==> config.mk <==
export PLATFORM = sky130hd
export DESIGN_NAME = capacity_checked_partition_placer_unit
export DESIGN_NICKNAME = d
export VERILOG_FILES = /design/src/ccpp_pkg.sv /design/src/ccpp_cell.sv /design/src/capacity_checked_partition_placer_unit.sv
export SDC_FILE = /design/constraint.sdc
export NUM_CORES = 2
export LEC_CHECK = 0
export BUFFER_PORTS_ARGS = -buffer_cell sky130_fd_sc_hd__buf_2
export CORE_MARGIN = 2
export CORE_UTILIZATION = 50
export DETAILED_ROUTE_END_ITERATION = 8
export PLACE_DENSITY = 0.66
export SYNTH_ARGS = -nofsm -noshare
export SYNTH_HDL_FRONTEND = slang
export SYNTH_SLANG_ARGS = --single-unit
==> constraint.sdc <==
create_clock -name clk -period 16.9 [get_ports clk]
set_input_delay 2.535 -clock clk [delete_from_list [all_inputs] [get_ports clk]]
set_output_delay 2.535 -clock clk [all_outputs]
set_load 0.005 [all_outputs]
==> src/ccpp_pkg.sv <==
// ----------------------------------------------------------------------------
// ccpp_pkg
// Shared types and constants for the capacity checked partition placer.
// ----------------------------------------------------------------------------
package ccpp_pkg;

  localparam int DEF_MAX_PARTITIONS = 16;
  localparam int DEF_COUNT_WIDTH    = 16;

  localparam int DEG_W   = 16;
  localparam int LIMIT_W = 16;
  localparam int NPART_W = 5;
  localparam int CFG_W   = 16;
  localparam int CFG_IDX_W = 2;

  localparam logic [CFG_IDX_W-1:0] REG_PART_COUNT     = 2'd0;
  localparam logic [CFG_IDX_W-1:0] REG_NODE_LIMIT     = 2'd1;
  localparam logic [CFG_IDX_W-1:0] REG_INEDGE_LIMIT   = 2'd2;
  localparam logic [CFG_IDX_W-1:0] REG_OUTEDGE_LIMIT  = 2'd3;

  localparam logic [1:0] ST_PLACED    = 2'd0;
  localparam logic [1:0] ST_NO_FIT    = 2'd1;
  localparam logic [1:0] ST_BAD_START = 2'd2;

  typedef struct packed {
    logic        clear_first;
    logic [3:0]  start_partition;
    logic [15:0] in_degree;
    logic [15:0] out_degree;
  } in_word_t;

  typedef struct packed {
    logic [1:0]  status;
    logic [3:0]  chosen_partition;
    logic [15:0] local_slot;
    logic [15:0] inedge_base;
    logic [15:0] outedge_base;
  } out_word_t;

  typedef struct packed {
    logic [DEG_W-1:0] in_degree;
    logic [DEG_W-1:0] out_degree;
  } deg_t;

  typedef struct packed {
    logic load;
    logic kill;
    logic clear;
  } cell_ctl_t;

endpackage

==> src/ccpp_cell.sv <==
// ----------------------------------------------------------------------------
// ccpp_cell
// One partition: node count and edge totals, plus the search token.
// ----------------------------------------------------------------------------
module ccpp_cell #(
  parameter int COUNT_WIDTH = ccpp_pkg::DEF_COUNT_WIDTH
) (
  input  logic                   clk,
  input  logic                   rst_n,
  input  ccpp_pkg::cell_ctl_t    ctl,
  input  logic                   sel,
  input  logic                   tok_in,
  input  ccpp_pkg::deg_t         deg,
  input  logic [COUNT_WIDTH-1:0] nlim,
  input  logic [COUNT_WIDTH-1:0] ilim,
  input  logic [COUNT_WIDTH-1:0] olim,
  output logic                   tok,
  output logic                   fit,
  output logic                   tok_out,
  output logic [COUNT_WIDTH-1:0] node_cnt,
  output logic [COUNT_WIDTH-1:0] in_cnt,
  output logic [COUNT_WIDTH-1:0] out_cnt
);

  localparam int SW = ((COUNT_WIDTH > ccpp_pkg::DEG_W) ? COUNT_WIDTH : ccpp_pkg::DEG_W) + 1;

  logic                   tok_r, tok_nxt;
  logic [COUNT_WIDTH-1:0] node_r, node_nxt;
  logic [COUNT_WIDTH-1:0] in_r, in_nxt;
  logic [COUNT_WIDTH-1:0] out_r, out_nxt;
  logic [SW-1:0]          in_sum, out_sum;

  assign in_sum  = SW'(in_r) + SW'(deg.in_degree);
  assign out_sum = SW'(out_r) + SW'(deg.out_degree);

  assign fit = tok_r && (node_r < nlim) && (in_sum <= SW'(ilim)) && (out_sum <= SW'(olim));
  assign tok_out = tok_r && !fit;

  always_comb begin
    priority if (ctl.load) begin
      tok_nxt = sel;
    end else if (ctl.kill) begin
      tok_nxt = 1'b0;
    end else begin
      tok_nxt = tok_in;
    end
  end

  always_comb begin
    node_nxt = node_r;
    in_nxt   = in_r;
    out_nxt  = out_r;
    priority if (ctl.clear) begin
      node_nxt = '0;
      in_nxt   = '0;
      out_nxt  = '0;
    end else if (fit) begin
      node_nxt = node_r + COUNT_WIDTH'(1);
      in_nxt   = COUNT_WIDTH'(in_sum);
      out_nxt  = COUNT_WIDTH'(out_sum);
    end
  end

  always_ff @(posedge clk) begin
    if (!rst_n) begin
      tok_r  <= 1'b0;
      node_r <= '0;
      in_r   <= '0;
      out_r  <= '0;
    end else begin
      tok_r  <= tok_nxt;
      node_r <= node_nxt;
      in_r   <= in_nxt;
      out_r  <= out_nxt;
    end
  end

  assign tok      = tok_r;
  assign node_cnt = node_r;
  assign in_cnt   = in_r;
  assign out_cnt  = out_r;

endmodule

==> src/capacity_checked_partition_placer_unit.sv <==
// ----------------------------------------------------------------------------
// capacity_checked_partition_placer_unit
// Round-robin first-fit placement of graph nodes into capacity-limited
// partitions, built as a ring of partition cells that pass a search token.
// ----------------------------------------------------------------------------
// A node word is taken when start is high and busy is low. A start partition
// outside the active partition count is answered on the next cycle without
// busy rising. Otherwise a token visits one partition cell per cycle, from
// the start partition round the ring, and busy stays high until the fitting
// or last active partition has been tried. The result word is strobed on
// out_valid in the cycle after the fitting or last partition was tried. A
// new node may be started in the cycle that the previous result is shown.
// The result is held for one cycle only, as the receiver cannot stall.
module capacity_checked_partition_placer_unit #(
  parameter int MAX_PARTITIONS = ccpp_pkg::DEF_MAX_PARTITIONS,
  parameter int COUNT_WIDTH    = ccpp_pkg::DEF_COUNT_WIDTH
) (
  input  logic                             clk,
  input  logic                             rst_n,
  input  logic                             start,
  output logic                             busy,
  input  ccpp_pkg::in_word_t               in_data,
  output logic                             out_valid,
  output ccpp_pkg::out_word_t              out_data,
  input  logic                             cfg_we,
  input  logic [ccpp_pkg::CFG_IDX_W-1:0]   cfg_index,
  input  logic [ccpp_pkg::CFG_W-1:0]       cfg_data
);

  localparam int NW   = $clog2(MAX_PARTITIONS + 1);
  localparam int IW   = (MAX_PARTITIONS > 1) ? $clog2(MAX_PARTITIONS) : 1;
  localparam int CMPW = (NW > ccpp_pkg::NPART_W) ? NW : ccpp_pkg::NPART_W;
  localparam int LW   = (COUNT_WIDTH > ccpp_pkg::LIMIT_W) ? COUNT_WIDTH : ccpp_pkg::LIMIT_W;
  localparam int SX   = (CMPW > 4) ? CMPW : 4;

  localparam logic S_IDLE   = 1'b0;
  localparam logic S_SEARCH = 1'b1;

  logic                          state_r, state_nxt;
  logic [NW-1:0]                 k_r, k_nxt;
  logic                          out_valid_r, out_valid_nxt;
  ccpp_pkg::out_word_t           out_data_r, out_data_nxt;
  ccpp_pkg::deg_t                deg_r, deg_nxt;

  logic [ccpp_pkg::NPART_W-1:0]  part_count_r;
  logic [ccpp_pkg::LIMIT_W-1:0]  node_limit_r;
  logic [ccpp_pkg::LIMIT_W-1:0]  inedge_limit_r;
  logic [ccpp_pkg::LIMIT_W-1:0]  outedge_limit_r;

  logic [NW-1:0]                 n_eff;
  logic [COUNT_WIDTH-1:0]        nlim, ilim, olim;
  logic                          accept, bad_start, found, exhausted;
  ccpp_pkg::cell_ctl_t           ctl;

  logic [MAX_PARTITIONS-1:0]     tok, fit, tok_out, tok_in, sel;
  logic [COUNT_WIDTH-1:0]        node_cnt [MAX_PARTITIONS];
  logic [COUNT_WIDTH-1:0]        in_cnt   [MAX_PARTITIONS];
  logic [COUNT_WIDTH-1:0]        out_cnt  [MAX_PARTITIONS];
  logic [IW-1:0]                 part_idx;
  logic [COUNT_WIDTH-1:0]        sel_node, sel_in, sel_out;
  logic                          wrap_tok;

  always_comb begin
    if (part_count_r == '0) begin
      n_eff = NW'(1);
    end else if (CMPW'(part_count_r) > CMPW'(MAX_PARTITIONS)) begin
      n_eff = NW'(MAX_PARTITIONS);
    end else begin
      n_eff = NW'(part_count_r);
    end
  end

  assign nlim = (LW'(node_limit_r) > LW'({COUNT_WIDTH{1'b1}})) ?
                {COUNT_WIDTH{1'b1}} : COUNT_WIDTH'(node_limit_r);
  assign ilim = (LW'(inedge_limit_r) > LW'({COUNT_WIDTH{1'b1}})) ?
                {COUNT_WIDTH{1'b1}} : COUNT_WIDTH'(inedge_limit_r);
  assign olim = (LW'(outedge_limit_r) > LW'({COUNT_WIDTH{1'b1}})) ?
                {COUNT_WIDTH{1'b1}} : COUNT_WIDTH'(outedge_limit_r);

  assign busy      = (state_r == S_SEARCH);
  assign accept    = start && !busy;
  assign bad_start = SX'(in_data.start_partition) >= SX'(n_eff);
  assign found     = busy && (|fit);
  assign exhausted = busy && !(|fit) && (k_r == n_eff - NW'(1));

  assign ctl.load  = accept;
  assign ctl.kill  = exhausted;
  assign ctl.clear = accept && in_data.clear_first;

  always_comb begin
    wrap_tok = 1'b0;
    for (int i = 0; i < MAX_PARTITIONS; i++) begin
      sel[i] = !bad_start && (SX'(in_data.start_partition) == SX'(i));
      if (NW'(i) == n_eff - NW'(1)) begin
        wrap_tok = wrap_tok | tok_out[i];
      end
    end
  end

  genvar g;
  generate
    for (g = 0; g < MAX_PARTITIONS; g++) begin : g_cell
      if (g == 0) begin : g_first
        assign tok_in[g] = wrap_tok;
      end else begin : g_rest
        assign tok_in[g] = tok_out[g-1] && (NW'(g) < n_eff);
      end

      ccpp_cell #(
        .COUNT_WIDTH(COUNT_WIDTH)
      ) u_cell (
        .clk      (clk),
        .rst_n    (rst_n),
        .ctl      (ctl),
        .sel      (sel[g]),
        .tok_in   (tok_in[g]),
        .deg      (deg_r),
        .nlim     (nlim),
        .ilim     (ilim),
        .olim     (olim),
        .tok      (tok[g]),
        .fit      (fit[g]),
        .tok_out  (tok_out[g]),
        .node_cnt (node_cnt[g]),
        .in_cnt   (in_cnt[g]),
        .out_cnt  (out_cnt[g])
      );
    end
  endgenerate

  always_comb begin
    part_idx = '0;
    sel_node = '0;
    sel_in   = '0;
    sel_out  = '0;
    for (int i = 0; i < MAX_PARTITIONS; i++) begin
      if (fit[i]) begin
        part_idx = part_idx | IW'(i);
        sel_node = sel_node | node_cnt[i];
        sel_in   = sel_in | in_cnt[i];
        sel_out  = sel_out | out_cnt[i];
      end
    end
  end

  always_comb begin
    state_nxt     = state_r;
    k_nxt         = k_r;
    deg_nxt       = deg_r;
    out_valid_nxt = 1'b0;
    out_data_nxt  = out_data_r;
    unique case (state_r)
      S_IDLE: begin
        if (accept) begin
          deg_nxt.in_degree  = in_data.in_degree;
          deg_nxt.out_degree = in_data.out_degree;
          k_nxt              = '0;
          if (bad_start) begin
            out_valid_nxt = 1'b1;
            out_data_nxt  = '{status: ccpp_pkg::ST_BAD_START, default: '0};
          end else begin
            state_nxt = S_SEARCH;
          end
        end
      end
      S_SEARCH: begin
        k_nxt = k_r + NW'(1);
        if (found) begin
          state_nxt                     = S_IDLE;
          out_valid_nxt                 = 1'b1;
          out_data_nxt.status           = ccpp_pkg::ST_PLACED;
          out_data_nxt.chosen_partition = 4'(part_idx);
          out_data_nxt.local_slot       = 16'(sel_node);
          out_data_nxt.inedge_base      = 16'(sel_in);
          out_data_nxt.outedge_base     = 16'(sel_out);
        end else if (exhausted) begin
          state_nxt     = S_IDLE;
          out_valid_nxt = 1'b1;
          out_data_nxt  = '{status: ccpp_pkg::ST_NO_FIT, default: '0};
        end
      end
      default: begin
        state_nxt = S_IDLE;
      end
    endcase
  end

  always_ff @(posedge clk) begin
    if (!rst_n) begin
      state_r          <= S_IDLE;
      k_r              <= '0;
      out_valid_r      <= 1'b0;
      part_count_r     <= 5'd16;
      node_limit_r     <= 16'hFFFF;
      inedge_limit_r   <= 16'hFFFF;
      outedge_limit_r  <= 16'hFFFF;
    end else begin
      state_r     <= state_nxt;
      k_r         <= k_nxt;
      out_valid_r <= out_valid_nxt;
      if (cfg_we) begin
        unique case (cfg_index)
          ccpp_pkg::REG_PART_COUNT:     part_count_r     <= cfg_data[ccpp_pkg::NPART_W-1:0];
          ccpp_pkg::REG_NODE_LIMIT:     node_limit_r     <= cfg_data;
          ccpp_pkg::REG_INEDGE_LIMIT:   inedge_limit_r   <= cfg_data;
          ccpp_pkg::REG_OUTEDGE_LIMIT:  outedge_limit_r  <= cfg_data;
          default: begin
          end
        endcase
      end
    end
  end

  always_ff @(posedge clk) begin
    deg_r      <= deg_nxt;
    out_data_r <= out_data_nxt;
  end

  assign out_valid = out_valid_r;
  assign out_data  = out_data_r;

  // The search token exists only while a search runs, and at one cell.
  a_token_onehot : assert property (@(posedge clk) disable iff (!rst_n)
    $onehot0(tok))
    else $error("More than one partition cell holds the search token.");

  a_token_in_search : assert property (@(posedge clk) disable iff (!rst_n)
    busy |-> $onehot(tok))
    else $error("Search running without a token.");

  a_token_idle : assert property (@(posedge clk) disable iff (!rst_n)
    !busy |-> (tok == '0))
    else $error("Token left behind after the search ended.");

  a_bad_start : assert property (@(posedge clk) disable iff (!rst_n)
    (accept && bad_start) |=> (out_valid && out_data.status == ccpp_pkg::ST_BAD_START))
    else $error("Bad start partition not reported on the next cycle.");

  a_unplaced_zero : assert property (@(posedge clk) disable iff (!rst_n)
    (out_valid && out_data.status != ccpp_pkg::ST_PLACED) |->
      (out_data.chosen_partition == '0 && out_data.local_slot == '0))
    else $error("Unplaced word carries placement fields.");

endmodule

After elaboration in Yosys (flattened, before gate mapping)
Index checks and enable logic that the tools add are counted.

word-level totals
  bits in registers = 930
  input bits = 59
  output and inout bits = 56
  logic and storage cells = 559

cells by class
  add/sub/neg operators = 50
  order comparisons = 68
  eq/ne operators = 37
  multiplexer cells = 133
  bitwise logic cells = 62
  reductions and logical operators = 131

operator list
  kind                   number
  $mux 16                51
  $or 16x16->16          45
  $add 16x16->17         32
  $le 17x16->1           32
  $add 16x1->16 const B  16
  $lt 16x16->1           16
  $mux 54                4
  $pmux 54 s2            1
  $logic_and 1x1->1      100
  $mux 1                 57
  $gt 16x16->1 const B   3
  $eq 4x5->1 const A     8
  $lt 4x5->1 const A     8
  $eq 4x4->1 const B     8
  $mux 4                 8
  $eq 3x5->1 const A     4
  $lt 3x5->1 const A     4
  $logic_not 1->1        19
  $eq 4x3->1 const B     4
  $reduce_or 16->1       1
  $mux 5                 3
  $or 1x1->1             15
  $mux 3                 4
  $eq 2x5->1 const A     2
  24 further kinds       36

Logic depth before layout (Yosys ltp)
  word-level depth = 41
  mapped depth = 28
  gate-level depth less buffers = 25

Hierarchy
Synthesis repeated with hierarchy kept, for this count alone.

unflattened totals
  cells, all modules = 10,022
  area, all modules = 83,660.2 um^2

modules (own cells, without submodules)
  module                                  times used  cells each  area each (um^2)  seq. area each (um^2)
  ccpp_cell at g_cell[0].u_cell ...       9           555         4,594.4           980.9
  ccpp_cell at g_cell[10].u_cell ...      3           561         4,658.2           980.9
  ccpp_cell at g_cell[6].u_cell ...       3           556         4,570.6           980.9
  capacity_checked_partition_placer_unit  1           1,058       9,818.2           3,783.6
  ccpp_cell at g_cell[9].u_cell           1           618         4,805.9           980.9

Worst setup path before layout
No wires, ideal clock.

  kind = register -> register
  start point = register deg_r[1] (netlist name)
  end point = register out_data_r (netlist bit out_data[0]) (enable)
  library setup time = 409 ps
  arrival = 6,801 ps
  data required time = 16,491 ps
  slack = 9,690 ps
  stages on the path, launching flop included = 25
  path buffers = 1
  period minus slack after synthesis = 7,210 ps
  cells stage by stage = edfxtp_1 -> ha_1 -> a21o_1 -> a21oi_1 -> o21bai_1 -> a21oi_1 -> o21ai_0 -> a211oi_1 -> nor2_1 -> o41ai_1 -> o21bai_1 -> xor2_1 -> ha_1 -> nand4_1 -> nor2_1 -> a41oi_1 -> a2111oi_0 -> o21ai_1 -> or4_1 -> clkbuf_1 -> o21ai_0 -> nor4_1 -> nand3_1 -> or3_1 -> o211a_1

on the way
  longest elaborated chain between the ends = 9
  elaborated cells on any way between the ends = 55
  classes of those cells = 16 x add/sub; 16 x order compare; 1 x eq/ne; 22 x reduce/logical

RTL lines
  item                                 RTL line                                                                                    text
  from (decl)                          capacity_checked_partition_placer_unit.sv:43                                                ccpp_pkg::deg_t deg_r, deg_nxt;
  from (signal assigned)               capacity_checked_partition_placer_unit.sv:215                                               deg_r <= deg_nxt;
  $add 16x16->17 *                     ccpp_cell.sv:34                                                                             assign out_sum = SW'(out_r) + SW'(deg.out_degree);
  via g_cell[11].u_cell.out_sum[13]    ccpp_cell.sv:31                                                                             logic [SW-1:0] in_sum, out_sum;
  $le 17x16->1 *                       ccpp_cell.sv:36                                                                             assign fit = tok_r && (node_r < nlim) && (in_sum <= SW'(ilim)) && (out_sum <= SW'(olim));
  $logic_and 1x1->1 *                  ccpp_cell.sv:36
  $reduce_or 16->1 *                   capacity_checked_partition_placer_unit.sv:83, capacity_checked_partition_placer_unit.sv:84
  $logic_not 1->1                      capacity_checked_partition_placer_unit.sv:84                                                assign exhausted = busy && !(|fit) && (k_r == n_eff - NW'(1));
  $logic_and 1x1->1 (2 in a row)       capacity_checked_partition_placer_unit.sv:84
  $ne 3x1->1 (no source line) *        --
  $reduce_and 3->1 (no source line) *  --
  to (signal assigned)                 capacity_checked_partition_placer_unit.sv:216                                               out_data_r <= out_data_nxt;
  to (decl)                            capacity_checked_partition_placer_unit.sv:42                                                ccpp_pkg::out_word_t out_data_r, out_data_nxt;

The timed path passes the listed nets; every way through them passes the cells marked *.
A chain may end at the register's enable or synchronous reset.

Final worst setup path
  start point = register deg_r[1] (netlist name)
  end point = register out_data_r (netlist bit out_data[19]) (enable)

on the way
  longest elaborated chain between the ends = 9
  elaborated cells on any way between the ends = 55
  classes of those cells = 16 x add/sub; 16 x order compare; 1 x eq/ne; 22 x reduce/logical

RTL lines
  item                                 RTL line
  $add 16x16->17 *                     ccpp_cell.sv:34
  via g_cell[9].u_cell.out_sum[15]     ccpp_cell.sv:31
  $le 17x16->1 *                       ccpp_cell.sv:36
  $logic_and 1x1->1 *                  ccpp_cell.sv:36
  $reduce_or 16->1 *                   capacity_checked_partition_placer_unit.sv:83, capacity_checked_partition_placer_unit.sv:84
  $logic_not 1->1                      capacity_checked_partition_placer_unit.sv:84
  $logic_and 1x1->1 (2 in a row)       capacity_checked_partition_placer_unit.sv:84
  $ne 3x1->1 (no source line) *        --
  $reduce_and 3->1 (no source line) *  --

Marked as above.

==> run metrics <==
area taken by flip-flops and latches 19500 µm²; Synthesis Warnings 0; routability congestion estimate from global placement 1.07; number of global-route vias before repair 70800; share of final-layout standard cells stronger than drive strength 1 0.0606; worst slack, placed 8.60 ns; Finish-stage setup viols 0; initial antenna violation count 23; worst endpoint data arrival time 8.82 ns; FF+latch count, synth 930; grt ovf 0; multi-input combinational cell area 55500 µm²; post-route standard cell area excluding fillers 84500 µm²; maximum number of pins on one net before global-route repair 187; number of buffers inserted during clock tree synthesis 117; worst setup margin 8.45 ns; class of the tightest hold or removal check reg -> reg; number of placed instances with taps included 11100; all-layer global routing usage 0.396; height of the die 397 µm; unrepaired setup endpoints after global routing no; number of flops mapped to enable cells by yosys 86; Clk pwr share 0.459; violated checks max-capacitance violations, max-slew violations; portion of total power attributed to combinational logic 0.169; placed wire-length estimate after detailed placement 247000 µm; share of synthesized flip-flops with an asynchronous set or reset 0; chip width 397 µm; leading area contributor after synthesis sky130_fd_sc_hd__dfxtp_1; largest family of logic cells by synthesized area adder cells; level count of the clock H-tree 3; share of the cycle needed by the critical path after routing 0.500; Final Slew Violations 4; number of nets in the final layout 10600; critical path's largest stage delay 0.91 ns; Avg WL per Cell 28.5 µm; Final ANT Viol Nets 0; top-level I/O count 115; adder-cell share of the synthesized area 0.218; Clk Tree Root Cell sky130_fd_sc_hd__clkbuf_16; total routed wirelength 323000 µm; slowest stage cell on the critical path sky130_fd_sc_hd__o211a_4; CP Launch Point deg_r[1]; most frequently used flop master after synthesis sky130_fd_sc_hd__dfxtp_1; clock-pin slew on the worst setup and hold paths 0.06 ns; post-synthesis share of cell area spent on and, or, nand and nor gates 0.181; cts hold-fix bufs 0; post-synthesis cell type count 91; total count of hold-check failures in the final report 0; largest fanout of any net on the critical path 54; starting DRC count in detailed routing 7738; CTS tree yes; fraction of the core area covered by cells at the end of the flow 0.550; summed negative setup slack over all endpoints 0 ns; Starting Density 0.502; worst hold start g_cell[15].u_cell.out_cnt[0]; startpoint of the lowest-slack register-to-register path deg_r[1]; total via count after detailed routing 74900; floorplan die area 157000 µm²; # fillers 14300; Tightest Pin Transition 1.67 ns; maximum operating frequency 0.118 GHz; wire length of the first global-routing pass 464000 µm; total number of placement rows 144; sequential share of power 0.372; post-synthesis sequential area ratio 0.253; critical path cell sequence buf_4 -> ha_1 -> a21o_1 -> a21oi_1 -> o21bai_1 -> a21oi_1 -> o21bai_1 -> a21boi_0 -> o31ai_1 -> a31o_2 -> a21oi_1 -> xnor2_1 -> ha_1 -> nand4_1 -> nor2_1 -> a211oi_1 -> o22ai_1 -> nor4b_4 -> buf_4 -> nor3_1 -> nand3_1 -> or3_1 -> o211a_4; sort of element at the start of the critical path flip-flop; area of placed instances 80200 µm²; count of clock tree sinks 930; Hold Worst Slack 0.475 ns; Std-Cell Core Area 154000 µm²; setup skew after layout 0.0341 ns; LEAKAGE 37.6 nW; Longest Clk Path Bufs 3; area share of the largest cell type after synthesis 0.219; Final Critical Period 8.45 ns; category of the most critical setup path reg -> reg; number of instances in the synthesized netlist 9128; number of max-capacitance violations reported 2; number of design rule violations left after detail routing 0; average cell area after synthesis 8.44 µm²; number of detailed-route iterations in the first pass 8; number of vias per cell after detailed routing 6.60; Psw 1.87 mW; Worst Path Required 17.27 ns; post-layout total power 6.15 mW; XOR/XNOR share of the synthesized area 0.0664; capturing element type of the critical path flip-flop; Int Pwr 4.28 mW; cell repeated most along the worst path sky130_fd_sc_hd__a21oi_1; outcome complete, but fails checks; cells resized by post-CTS repair 0; Skew-Pair Late Insertion Delay 0.78 ns; net switching share of the total power 0.304; fraction of the mapped netlist area in compound gates 0.203; Post-Syn Nets 10500; Mapped Area 77100 µm²; filler-free cell count of the finished design 11400; total of buffers placed on input and output ports 114; Synth-to-Final Area Change 9.64%; tightest slew margin relative to the limit -0.123; maximum vdd drop 0.0000913 V; power density normalized to cell area 72.8 nW/µm²; number of setup buffers added after CTS 0; multiplexer area fraction after synthesis 0.0492; largest cells by area after synthesis sky130_fd_sc_hd__dfxtp_1 (22%), sky130_fd_sc_hd__ha_1 (21%), sky130_fd_sc_hd__nor2_1 (5.1%)
[logic make-up (layout without fill, tap and decap cells)]
family,after synthesis,in the layout
compound gates,2348,2348
xor+xnor,584,584
fa+ha+maj,1322,1322
buf+inv,577,755
flops,930,930
mux,378,378
other cells,0,9
simple gates,2989,2989
[per-layer routing]
layer	part of all wire	track usage	vias to the layer above	wire length (µm)
li1	-	-	34200	-
met1	0.40	0.500	36300	128000
met2	0.43	0.611	3612	139000
met3	0.10	0.0950	857	33500
met4	0.070	0.240	18	22700
met5	0.00039	0	-	127
[critical path, delay by kind of cell (launching register included)]
family,cells,cell delay (ns)
simple gates,6,1.67
buf+inv,2,1.33
fa+ha+maj,2,0.62
xor+xnor,1,0.18
flops,1,0.32
compound gates,12,3.82
[cells in the final DEF, fill, tap and decap left out, drive strengths merged, types with 86 or more instances in the layout]
master and n:
a211oi 121, nor2 1041, edfxtp 86, mux2i 371
nand4 193, clkbuf 150, o21ai 354, buf 262
inv 273, ha 1290, nand2 780, dfxtp 844
nor3 171, xor2 241, a21oi 739, a21o 203
nand3 242, xnor2 343, and3 123, o21bai 110
[power by group through the flow]
stage | registers (mW) | logic (mW) | clock network (mW)
after floorplan | 2.34 | 0.637 | 0
after global placement | 2.34 | 0.979 | 0
after detailed placement | 2.34 | 1.00 | 0
after CTS | 2.29 | 1.01 | 2.84
after global routing | 2.29 | 1.12 | 2.91
final | 2.29 | 1.04 | 2.82
[synth_stat cells (86+ instances only)]
cell                          n
sky130_fd_sc_hd__inv_1      271
sky130_fd_sc_hd__a211oi_1   120
sky130_fd_sc_hd__nand3_1    242
sky130_fd_sc_hd__mux2i_1    371
sky130_fd_sc_hd__xor2_1     241
sky130_fd_sc_hd__nand4_1    192
sky130_fd_sc_hd__o21bai_1   110
sky130_fd_sc_hd__ha_1      1290
sky130_fd_sc_hd__nor2_1    1040
sky130_fd_sc_hd__nor3_1     171
sky130_fd_sc_hd__nand2_1    780
sky130_fd_sc_hd__a21o_1     203
sky130_fd_sc_hd__a21oi_1    739
sky130_fd_sc_hd__o21ai_0    344
sky130_fd_sc_hd__edfxtp_1    86
sky130_fd_sc_hd__clkbuf_1   222
sky130_fd_sc_hd__xnor2_1    343
sky130_fd_sc_hd__dfxtp_1    844
sky130_fd_sc_hd__and3_1     123
[state kept, by name, summed over array words and instances (netlist names)]
name	flops
node_limit_r	16
g_cell.u_cell.in_cnt	256
inedge_limit_r	16
g_cell.u_cell.out_cnt	256
part_count_r	5
deg_r	32
out_valid	1
busy	1
k_r	5
g_cell.u_cell.tok	16
outedge_limit_r	16
g_cell.u_cell.node_cnt	256
out_data	54
[cell type report]
cell class | count | share of cell area
antenna | 9 | 0.000267
tap | 2044 | 0.0303
timing repair buffer | 262 | 0.0203
inverter | 272 | 0.0121
sequential | 930 | 0.231
clock buffer | 150 | 0.0391
multi-input combinational | 7621 | 0.656
clock inverter | 71 | 0.0111
[final timing paths]
path	end	slack, ns	depth (start not counted)
setup reg to reg	out_data[19]	8.45	23
hold reg to reg	g_cell[15].u_cell.out_cnt[0]	0.48	2
hold / removal	g_cell[15].u_cell.out_cnt[0]	0.48	2
setup / recovery	out_data[19]	8.45	23
No activity file was read; power rests on OpenSTA's default activity.
